### src/dtvs_pkg.sv
`default_nettype none

package dtvs_pkg;

  localparam int unsigned STACK_DEPTH = 32;
  localparam int unsigned ADDR_W      = $clog2(STACK_DEPTH);
  localparam int unsigned CNT_W       = 6;   // fixed width of the stack_depth field
  localparam int unsigned PAYLOAD_W   = 64;
  localparam int unsigned TAG_W       = 2;

  // request queue between front and back
  localparam int unsigned QUEUE_DEPTH = 2;
  localparam int unsigned QPTR_W      = 1;
  localparam int unsigned QCNT_W      = 2;

  typedef enum logic [2:0] {
    KIND_SET   = 3'd0,
    KIND_PUSH  = 3'd1,
    KIND_POP   = 3'd2,
    KIND_FLUSH = 3'd3,
    KIND_MARK  = 3'd4
  } kind_e;

  typedef enum logic [2:0] {
    OP_NOP,
    OP_SET,
    OP_PUSH,
    OP_POP,
    OP_FLUSH,
    OP_MARK
  } op_e;

  typedef enum logic [2:0] {
    ST_OK       = 3'd0,
    ST_MODE     = 3'd1,
    ST_LOCKED   = 3'd2,
    ST_DUP      = 3'd3,
    ST_FULL     = 3'd4,
    ST_EMPTY    = 3'd5,
    ST_MISMATCH = 3'd6,
    ST_NOTDIRTY = 3'd7
  } status_e;

  typedef enum logic [1:0] {
    CFG_STACK_MODE  = 2'd0,
    CFG_ALLOW_DUPS  = 2'd1,
    CFG_IGNORE_DUPS = 2'd2,
    CFG_DIRTY_WRITE = 2'd3
  } cfg_idx_e;

  typedef enum logic {
    B_EXEC,
    B_REFILL
  } bstate_e;

  typedef struct packed {
    logic [TAG_W-1:0]     tag;
    logic [PAYLOAD_W-1:0] payload;
  } value_t;

  typedef struct packed {
    op_e    op;
    value_t value;
  } req_t;

  typedef struct packed {
    logic stack_mode;
    logic allow_dups;
    logic ignore_dups;
    logic dirty_write;
  } cfg_t;

endpackage

`default_nettype wire

### src/dtvs_front.sv
`default_nettype none

module dtvs_front (
  input  wire                                 clk_i,
  input  wire                                 rst_ni,
  input  wire                                 in_valid_i,
  output logic                                in_stall_o,
  input  wire  [2:0]                          kind_i,
  input  wire  [dtvs_pkg::TAG_W-1:0]          value_tag_i,
  input  wire  [dtvs_pkg::PAYLOAD_W-1:0]      value_payload_i,
  output logic                                q_valid_o,
  output dtvs_pkg::req_t                      q_req_o,
  input  wire                                 q_pop_i
);

  dtvs_pkg::req_t                    q_mem_q [dtvs_pkg::QUEUE_DEPTH];
  logic [dtvs_pkg::QPTR_W-1:0]       wr_ptr_q, wr_ptr_d;
  logic [dtvs_pkg::QPTR_W-1:0]       rd_ptr_q, rd_ptr_d;
  logic [dtvs_pkg::QCNT_W-1:0]       cnt_q, cnt_d;
  dtvs_pkg::req_t                    req;
  logic                              push;

  // classify: decode the kind, force null operands to payload zero
  always_comb begin
    req.value.tag     = value_tag_i;
    req.value.payload = (value_tag_i == '0) ? '0 : value_payload_i;
    case (kind_i)
      dtvs_pkg::KIND_SET:   req.op = dtvs_pkg::OP_SET;
      dtvs_pkg::KIND_PUSH:  req.op = dtvs_pkg::OP_PUSH;
      dtvs_pkg::KIND_POP:   req.op = dtvs_pkg::OP_POP;
      dtvs_pkg::KIND_FLUSH: req.op = dtvs_pkg::OP_FLUSH;
      dtvs_pkg::KIND_MARK:  req.op = dtvs_pkg::OP_MARK;
      default:              req.op = dtvs_pkg::OP_NOP;
    endcase
  end

  assign in_stall_o = (cnt_q == dtvs_pkg::QCNT_W'(dtvs_pkg::QUEUE_DEPTH));
  assign push       = in_valid_i && !in_stall_o;
  assign q_valid_o  = (cnt_q != '0);
  assign q_req_o    = q_mem_q[rd_ptr_q];

  always_comb begin
    wr_ptr_d = push    ? wr_ptr_q + 1'b1 : wr_ptr_q;
    rd_ptr_d = q_pop_i ? rd_ptr_q + 1'b1 : rd_ptr_q;
    cnt_d    = cnt_q + dtvs_pkg::QCNT_W'(push) - dtvs_pkg::QCNT_W'(q_pop_i);
  end

  always_ff @(posedge clk_i or negedge rst_ni) begin
    if (!rst_ni) begin
      wr_ptr_q <= '0;
      rd_ptr_q <= '0;
      cnt_q    <= '0;
    end else begin
      wr_ptr_q <= wr_ptr_d;
      rd_ptr_q <= rd_ptr_d;
      cnt_q    <= cnt_d;
    end
  end

  always_ff @(posedge clk_i) begin
    if (push) begin
      q_mem_q[wr_ptr_q] <= req;
    end
  end

endmodule

`default_nettype wire

### src/dtvs_back.sv
`default_nettype none

module dtvs_back (
  input  wire                                 clk_i,
  input  wire                                 rst_ni,
  input  dtvs_pkg::cfg_t                      cfg_i,
  input  wire                                 q_valid_i,
  input  dtvs_pkg::req_t                      q_req_i,
  output logic                                q_pop_o,
  output logic                                out_valid_o,
  input  wire                                 out_stall_i,
  output logic [2:0]                          status_o,
  output logic                                duplicate_ignored_o,
  output logic                                newly_dirty_o,
  output logic                                dirty_now_o,
  output logic [dtvs_pkg::TAG_W-1:0]          current_tag_o,
  output logic [dtvs_pkg::PAYLOAD_W-1:0]      current_payload_o,
  output logic [dtvs_pkg::CNT_W-1:0]          stack_depth_o
);

  dtvs_pkg::bstate_e              state_q, state_d;

  dtvs_pkg::value_t               mem_q [dtvs_pkg::STACK_DEPTH];
  dtvs_pkg::value_t               rd_data_q;
  logic [dtvs_pkg::ADDR_W-1:0]    rd_addr;
  logic                           mem_we;

  logic                           dirty_q, dirty_d;
  dtvs_pkg::value_t               single_q, single_d;
  dtvs_pkg::value_t               flushed_q, flushed_d;
  dtvs_pkg::value_t               top_q, top_d;
  logic [dtvs_pkg::CNT_W-1:0]     count_q, count_d;
  logic                           pend_newly_q, pend_newly_d;

  logic                           take, pop_ok, out_load, locked, want_stack;
  dtvs_pkg::status_e              status;
  logic                           dup_ign, newly;
  dtvs_pkg::value_t               cur_q, cur_d;

  logic                           out_valid_q;
  logic [2:0]                     out_status_q;
  logic                           out_dup_q, out_newly_q, out_dirty_q;
  dtvs_pkg::value_t               out_cur_q;
  logic [dtvs_pkg::CNT_W-1:0]     out_depth_q;

  function automatic dtvs_pkg::value_t view(input logic mode,
                                            input logic [dtvs_pkg::CNT_W-1:0] cnt,
                                            input dtvs_pkg::value_t top,
                                            input dtvs_pkg::value_t single);
    dtvs_pkg::value_t v;
    if (!mode) begin
      v = single;
    end else if (cnt != '0) begin
      v = top;
    end else begin
      v = '0;
    end
    return v;
  endfunction

  // the output slot is free when empty or being drained this cycle
  assign take    = (state_q == dtvs_pkg::B_EXEC) && q_valid_i && (!out_valid_q || !out_stall_i);
  assign q_pop_o = take;
  assign locked  = dirty_q && !cfg_i.dirty_write;
  assign cur_q   = view(cfg_i.stack_mode, count_q, top_q, single_q);
  assign rd_addr = dtvs_pkg::ADDR_W'(count_q - dtvs_pkg::CNT_W'(2));

  // next state
  always_comb begin
    case (state_q)
      dtvs_pkg::B_EXEC:   state_d = pop_ok ? dtvs_pkg::B_REFILL : dtvs_pkg::B_EXEC;
      dtvs_pkg::B_REFILL: state_d = dtvs_pkg::B_EXEC;
      default:            state_d = dtvs_pkg::B_EXEC;
    endcase
  end

  // execute one request
  always_comb begin
    status       = dtvs_pkg::ST_OK;
    dup_ign      = 1'b0;
    newly        = 1'b0;
    pop_ok       = 1'b0;
    mem_we       = 1'b0;
    want_stack   = (q_req_i.op != dtvs_pkg::OP_SET);
    dirty_d      = dirty_q;
    single_d     = single_q;
    flushed_d    = flushed_q;
    top_d        = top_q;
    count_d      = count_q;
    pend_newly_d = pend_newly_q;
    out_load     = 1'b0;
    case (state_q)
      dtvs_pkg::B_REFILL: begin
        top_d    = rd_data_q;
        newly    = pend_newly_q;
        out_load = 1'b1;
      end
      dtvs_pkg::B_EXEC: begin
        if (take) begin
          out_load = 1'b1;
          case (q_req_i.op)
            dtvs_pkg::OP_SET, dtvs_pkg::OP_PUSH, dtvs_pkg::OP_POP: begin
              if (cfg_i.stack_mode != want_stack) begin
                status = dtvs_pkg::ST_MODE;
              end else if (locked) begin
                status = dtvs_pkg::ST_LOCKED;
              end else if (q_req_i.op == dtvs_pkg::OP_POP) begin
                if (count_q == '0) begin
                  status = dtvs_pkg::ST_EMPTY;
                end else if (top_q != q_req_i.value) begin
                  status = dtvs_pkg::ST_MISMATCH;
                end else begin
                  // result waits for the new top to come out of the stack memory
                  pop_ok       = 1'b1;
                  out_load     = 1'b0;
                  count_d      = count_q - 1'b1;
                  dirty_d      = 1'b1;
                  pend_newly_d = !dirty_q;
                end
              end else if (!cfg_i.allow_dups && (flushed_q == q_req_i.value)) begin
                if (cfg_i.ignore_dups) begin
                  dup_ign = 1'b1;
                end else begin
                  status = dtvs_pkg::ST_DUP;
                end
              end else if (q_req_i.op == dtvs_pkg::OP_SET) begin
                single_d = q_req_i.value;
                dirty_d  = 1'b1;
                newly    = !dirty_q;
              end else if (count_q >= dtvs_pkg::CNT_W'(dtvs_pkg::STACK_DEPTH)) begin
                status = dtvs_pkg::ST_FULL;
              end else begin
                mem_we  = 1'b1;
                top_d   = q_req_i.value;
                count_d = count_q + 1'b1;
                dirty_d = 1'b1;
                newly   = !dirty_q;
              end
            end
            dtvs_pkg::OP_FLUSH: begin
              if (!dirty_q) begin
                status = dtvs_pkg::ST_NOTDIRTY;
              end else begin
                flushed_d = cur_q;
                dirty_d   = 1'b0;
              end
            end
            dtvs_pkg::OP_MARK: begin
              dirty_d = 1'b1;
              newly   = !dirty_q;
            end
            default: begin
            end
          endcase
        end
      end
      default: begin
      end
    endcase
  end

  assign cur_d = view(cfg_i.stack_mode, count_d, top_d, single_d);

  always_ff @(posedge clk_i or negedge rst_ni) begin
    if (!rst_ni) begin
      state_q      <= dtvs_pkg::B_EXEC;
      dirty_q      <= 1'b0;
      single_q     <= '0;
      flushed_q    <= '0;
      count_q      <= '0;
      pend_newly_q <= 1'b0;
      out_valid_q  <= 1'b0;
    end else begin
      state_q      <= state_d;
      dirty_q      <= dirty_d;
      single_q     <= single_d;
      flushed_q    <= flushed_d;
      count_q      <= count_d;
      pend_newly_q <= pend_newly_d;
      if (out_load) begin
        out_valid_q <= 1'b1;
      end else if (!out_stall_i) begin
        out_valid_q <= 1'b0;
      end
    end
  end

  always_ff @(posedge clk_i) begin
    top_q <= top_d;
    if (out_load) begin
      out_status_q <= status;
      out_dup_q    <= dup_ign;
      out_newly_q  <= newly;
      out_dirty_q  <= dirty_d;
      out_cur_q    <= cur_d;
      out_depth_q  <= count_d;
    end
  end

  // stack storage
  always_ff @(posedge clk_i) begin
    if (mem_we) begin
      mem_q[count_q[dtvs_pkg::ADDR_W-1:0]] <= q_req_i.value;
    end
    rd_data_q <= mem_q[rd_addr];
  end

  assign out_valid_o         = out_valid_q;
  assign status_o            = out_status_q;
  assign duplicate_ignored_o = out_dup_q;
  assign newly_dirty_o       = out_newly_q;
  assign dirty_now_o         = out_dirty_q;
  assign current_tag_o       = out_cur_q.tag;
  assign current_payload_o   = out_cur_q.payload;
  assign stack_depth_o       = out_depth_q;

endmodule

`default_nettype wire

### src/dirty_tracked_value_stack_top.sv
// dirty-tracked value channel: holds one value (single mode) or a stack of up to
// 32 values (stack mode), plus a dirty mark and the value captured at the last
// flush. each request is set, push, pop with expected top, flush or mark dirty,
// and produces exactly one response carrying a status code, the duplicate-ignored
// and newly-dirty flags, the dirty mark and the visible value and stack depth.
// a front stage classifies requests into a two-entry queue; the back stage runs
// them one at a time. a successful pop needs an extra refill step in the back
// stage, in which it takes no new request, because the new stack top is fetched
// from the stack memory, whose read data is registered. a request passes from the
// queue to the back stage once that is free, and its response is registered in the
// output register, for a successful pop after the refill step. while a response is
// stalled the back stage waits and the queue takes up to two more requests.
// configuration writes are always ready and take effect on the next cycle; write
// them only while no request is in flight
`default_nettype none

module dirty_tracked_value_stack_top (
  input  wire                                 clk_i,
  input  wire                                 rst_ni,
  // configuration writes
  input  wire                                 cfg_valid_i,
  output logic                                cfg_ready_o,
  input  wire  [1:0]                          cfg_index_i,
  input  wire                                 cfg_data_i,
  // request channel
  input  wire                                 in_valid_i,
  output logic                                in_stall_o,
  input  wire  [2:0]                          kind_i,
  input  wire  [dtvs_pkg::TAG_W-1:0]          value_tag_i,
  input  wire  [dtvs_pkg::PAYLOAD_W-1:0]      value_payload_i,
  // response channel
  output logic                                out_valid_o,
  input  wire                                 out_stall_i,
  output logic [2:0]                          status_o,
  output logic                                duplicate_ignored_o,
  output logic                                newly_dirty_o,
  output logic                                dirty_now_o,
  output logic [dtvs_pkg::TAG_W-1:0]          current_tag_o,
  output logic [dtvs_pkg::PAYLOAD_W-1:0]      current_payload_o,
  output logic [dtvs_pkg::CNT_W-1:0]          stack_depth_o
);

  dtvs_pkg::cfg_t  cfg_q, cfg_d;
  logic            q_valid;
  logic            q_pop;
  dtvs_pkg::req_t  q_req;

  // configuration registers, never busy
  assign cfg_ready_o = 1'b1;

  always_comb begin
    cfg_d = cfg_q;
    if (cfg_valid_i) begin
      case (cfg_index_i)
        dtvs_pkg::CFG_STACK_MODE:  cfg_d.stack_mode  = cfg_data_i;
        dtvs_pkg::CFG_ALLOW_DUPS:  cfg_d.allow_dups  = cfg_data_i;
        dtvs_pkg::CFG_IGNORE_DUPS: cfg_d.ignore_dups = cfg_data_i;
        dtvs_pkg::CFG_DIRTY_WRITE: cfg_d.dirty_write = cfg_data_i;
        default: begin
        end
      endcase
    end
  end

  always_ff @(posedge clk_i or negedge rst_ni) begin
    if (!rst_ni) begin
      cfg_q <= '0;
    end else begin
      cfg_q <= cfg_d;
    end
  end

  // front: decode and queue requests
  dtvs_front u_front (
    .clk_i          (clk_i),
    .rst_ni         (rst_ni),
    .in_valid_i     (in_valid_i),
    .in_stall_o     (in_stall_o),
    .kind_i         (kind_i),
    .value_tag_i    (value_tag_i),
    .value_payload_i(value_payload_i),
    .q_valid_o      (q_valid),
    .q_req_o        (q_req),
    .q_pop_i        (q_pop)
  );

  // back: checks, state update, stack memory and response register
  dtvs_back u_back (
    .clk_i              (clk_i),
    .rst_ni             (rst_ni),
    .cfg_i              (cfg_q),
    .q_valid_i          (q_valid),
    .q_req_i            (q_req),
    .q_pop_o            (q_pop),
    .out_valid_o        (out_valid_o),
    .out_stall_i        (out_stall_i),
    .status_o           (status_o),
    .duplicate_ignored_o(duplicate_ignored_o),
    .newly_dirty_o      (newly_dirty_o),
    .dirty_now_o        (dirty_now_o),
    .current_tag_o      (current_tag_o),
    .current_payload_o  (current_payload_o),
    .stack_depth_o      (stack_depth_o)
  );

`ifndef NO_ASSERTIONS
  // stack never reported deeper than its storage
  a_depth_bound: assert property (@(posedge clk_i) disable iff (!rst_ni)
    out_valid_o |-> (stack_depth_o <= dtvs_pkg::CNT_W'(dtvs_pkg::STACK_DEPTH)))
    else $error("stack depth beyond storage");

  // newly dirty only on a successful step that leaves the mark set
  a_newly_dirty: assert property (@(posedge clk_i) disable iff (!rst_ni)
    (out_valid_o && newly_dirty_o) |-> (dirty_now_o && status_o == dtvs_pkg::ST_OK))
    else $error("newly dirty without ok status and dirty mark");

  // an ignored duplicate changes nothing
  a_dup_ignored: assert property (@(posedge clk_i) disable iff (!rst_ni)
    (out_valid_o && duplicate_ignored_o) |->
      (status_o == dtvs_pkg::ST_OK && !newly_dirty_o))
    else $error("ignored duplicate with side effects");

  // a flush on a clean channel leaves it clean
  a_not_dirty: assert property (@(posedge clk_i) disable iff (!rst_ni)
    (out_valid_o && status_o == dtvs_pkg::ST_NOTDIRTY) |-> !dirty_now_o)
    else $error("not-dirty status with dirty mark set");
`endif

endmodule

`default_nettype wire
### config.mk
export PLATFORM = sky130hd
export DESIGN_NAME = dirty_tracked_value_stack_top
export DESIGN_NICKNAME = d
export VERILOG_FILES = /design/src/dtvs_pkg.sv /design/src/dtvs_front.sv /design/src/dtvs_back.sv /design/src/dirty_tracked_value_stack_top.sv
export SDC_FILE = /design/constraint.sdc
export NUM_CORES = 2
export LEC_CHECK = 0
export ABC_CLOCK_PERIOD_IN_PS = 16200
export BUFFER_PORTS_ARGS = -buffer_cell sky130_fd_sc_hd__buf_2
export CAP_MARGIN = 20
export CORE_ASPECT_RATIO = 0.5
export CORE_MARGIN = 10
export CORE_UTILIZATION = 45
export CTS_BUF_LIST = sky130_fd_sc_hd__clkbuf_4 sky130_fd_sc_hd__clkbuf_8 sky130_fd_sc_hd__clkbuf_16
export CTS_CLUSTER_SIZE = 30
export DETAILED_ROUTE_END_ITERATION = 6
export GPL_TIMING_DRIVEN = 0
export PLACE_DENSITY = 0.67
export SKIP_CTS_REPAIR_TIMING = 1
export SYNTH_ARGS = -nofsm -noshare
export SYNTH_HDL_FRONTEND = slang
export SYNTH_SLANG_ARGS = --single-unit
### constraint.sdc
create_clock -name clk_i -period 16.2 [get_ports clk_i]
set_clock_uncertainty 0.15 [all_clocks]
set_input_delay 1.62 -clock clk_i [delete_from_list [all_inputs] [get_ports clk_i]]
set_output_delay 1.62 -clock clk_i [all_outputs]
set_load 0.01 [all_outputs]
==> results.toml <==
[yosys]
ys_seq_elements = 2610
synth_edf_count = 2328
synth_top_area_cell = "edfxtp_1"
synthTopCellsByCount = "edfxtp_1, mux4_2, nand2_1"
synth_top_area_share_pct = 69.1
synthArstFlopShare_pct = 5.75
netlist_area_mm2 = 0.101
synth_cell_types = 60
yosysMostFrequentCell = "edfxtp_1"
yosysSeqAreaShare_pct = 75.4
syn_nets = 5080
avgSynthCellArea_um2 = 20.3
ys.flop_type = "edfxtp_1"
synth_area_leaders = "edfxtp_1, mux4_2, dfrtp_1, dfxtp_1, xnor2_1"
ys.warnings.count = 0
synth_cells = 4993

[clock_network]
clock-sinks = 2610
clockBufferDepth = 4
insertion_delay_ps = 870
ctsRootBufferMaster = "clkbuf_16"
cts_buffers = 235
path_clk_slew_ps = 70
cts_tree = "built"
h-tree-depth = 4

[floorplan]
chipHeight_um = 355
placementRows = 122
die_area_mm2 = 0.245
pin_count = 158
die-width_um = 691
start_util_pct = 45.5
core-area_mm2 = 0.222

[timing]
setup_viol = 0
min_period_over_period_pct = 42.4
tns_ps = 0
max_freq_mhz = 145
slew_viol_final = 0
finalHoldViolations = 0
min_period_ps = 6870
tightest_slew_ps = 1210
slew_headroom_pct = 18.6
rsz0062_at_grt = "no"

[worst_setup_path]
critPathCaptureType = "flop"
required_ps = 16540
crit_fanout = 10
crit_arrival_ps = 7210
critPathLaunchType = "flop"
crit_type = "flop to flop"

[routing]
num_vias = 54151
ant_nets = 0
drc = 0
dr.pass1.iters = 6
drtIter0Drc = 8626
avgRoutedWirePerCell_um = 33.3
viasPerCell = 6.16
drt-total-wl_mm = 293

[placement]
gp_congestion = 0.936
hpwl_mm = 206
portBuffers = 156
place_area_mm2 = 0.109

[grt]
grt_max_degree = 106
grt_pass1_wl_mm = 410
grtUsageTotal_pct = 23.3
grt-ovfl-total = 0
grt_pass1_vias = 53125
antenna_found_initial = 21

[finish]
syn_to_final_growth_pct = 16.3
drive_above_1_share_pct = 27.4
final_area_mm2 = 0.118
final_nets = 5702
fillCellCount = 16837

[worst_hold_path]
hold_path.class = "flop to flop"

[status]
status = "complete, no violations"

[pwr]
p_total_uw = 21900
p_leak_uw = 0.0387
power_density_mw_per_mm2 = 186
max-vdd-ir-drop_v = 0.000120

[job]
maxCapViolations = 0
==> layer usage <==
metal,track usage [%],up-vias,share of wire (%)
met5,0,-,0.012
met3,7.71,412,13
met1,33.3,28784,40
li1,-,21556,-
met4,6.49,6,3.0
met2,34.4,3393,44
==> metrics by stage <==
| stage | hold WS [ps] | util [%] | instances | setup WS [ps] |
|---|---|---|---|---|
| after floorplan | 265 | - | 4993 | 7490 |
| after global placement | 291 | 47.5 | 8125 | -612 |
| after detailed placement | 293 | 49.1 | 8311 | 8970 |
| after CTS | 304 | 52.6 | 8736 | 9500 |
| after global routing | 323 | 52.9 | 8779 | 9320 |
| final | 311 | 52.9 | 8784 | 9330 |
==> sequential cells by signal, summed over array words and instances (netlist names), 3 cells and up <==
name                      count
u_front.q_mem_q             138
cfg_q                         4
u_back.top_q                 66
u_back.current_payload_o     64
u_back.stack_depth_o          6
u_back.flushed_q             66
u_back.single_q              66
u_back.count_q                6
u_back.rd_data_q             66
u_back.mem_q               2112
u_back.status_o               3
==> logic make-up (layout without fill, tap and decap cells) <==
group / after synthesis / in the layout / share of synthesized area, %
AOI/OAI and AO/OA: 388 / 388 / 2.42
and+or+nand+nor: 704 / 704 / 3.31
muxes: 801 / 801 / 16.2
DFF: 2610 / 2610 / 75.4
buffers and inverters: 352 / 1162 / 1.39
other: 1 / 6 / 0.00371
xor gates and xnor gates: 127 / 127 / 1.10
adders and majority gates: 10 / 10 / 0.124
==> final timing paths <==
path,slack (ps),from,to,cells after the start
worst max-delay path,9330,u_front.rd_ptr_q,u_back.current_payload_o[45],14
worst min-delay path,310,u_back.rd_data_q[18],u_back.top_q[18],2
worst max register to register,9330,u_front.rd_ptr_q,u_back.current_payload_o[45],14
worst min register to register,310,u_back.rd_data_q[18],u_back.top_q[18],2
max in group asynchronous,14380,rst_ni,u_back.single_q[21],2
min in group asynchronous,490,rst_ni,u_back.count_q[2],1
==> area by class of cell <==
class                      instances  area, um2  share of cell area (%)
antenna                            5       12.5                  0.0106
inverter                          78        293                   0.249
clock buffer                     291       6410                    5.45
timing repair buffer             385       4710                    4.00
tap                             2976       3720                    3.16
multi-input combinational       2031      23800                    20.2
clock inverter                   134       1290                    1.10
buffer                           274       1130                   0.958
sequential                      2610      76300                    64.8
==> worst max-delay path, cell delays in order, from the launching register on <==
cell	delay, ps
dfrtp_1	320
buf_4	260
buf_6	280
mux2i_2	950
xnor2_1	170
nor4_1	830
nand4_1	200
nor2_1	830
a41o_1	260
a21oi_1	70
nor3_1	620
nor4_4	210
buf_6	230
buf_6	150
a311oi_1	950
==> cells in the final DEF, fill, tap and decap left out, types with 121 or more instances in the layout <==
cell	netlist	routed
a21oi_1	175	175
buf_2	5	163
clkbuf_1	203	196
clkbuf_16	0	240
dfrtp_1	150	150
dfxtp_1	132	132
edfxtp_1	2328	2328
mux4_2	660	660
nand2_1	228	228
nor2_1	223	193
xnor2_1	122	121
==> report_power, final <==
group	leakage [uW]	switching, uW	internal (uW)
Sequential	0.0240	487	8690
Combinational	0.0109	4340	2790
Clock	0.00383	2440	3180
No activity file was read; power rests on OpenSTA's default activity.
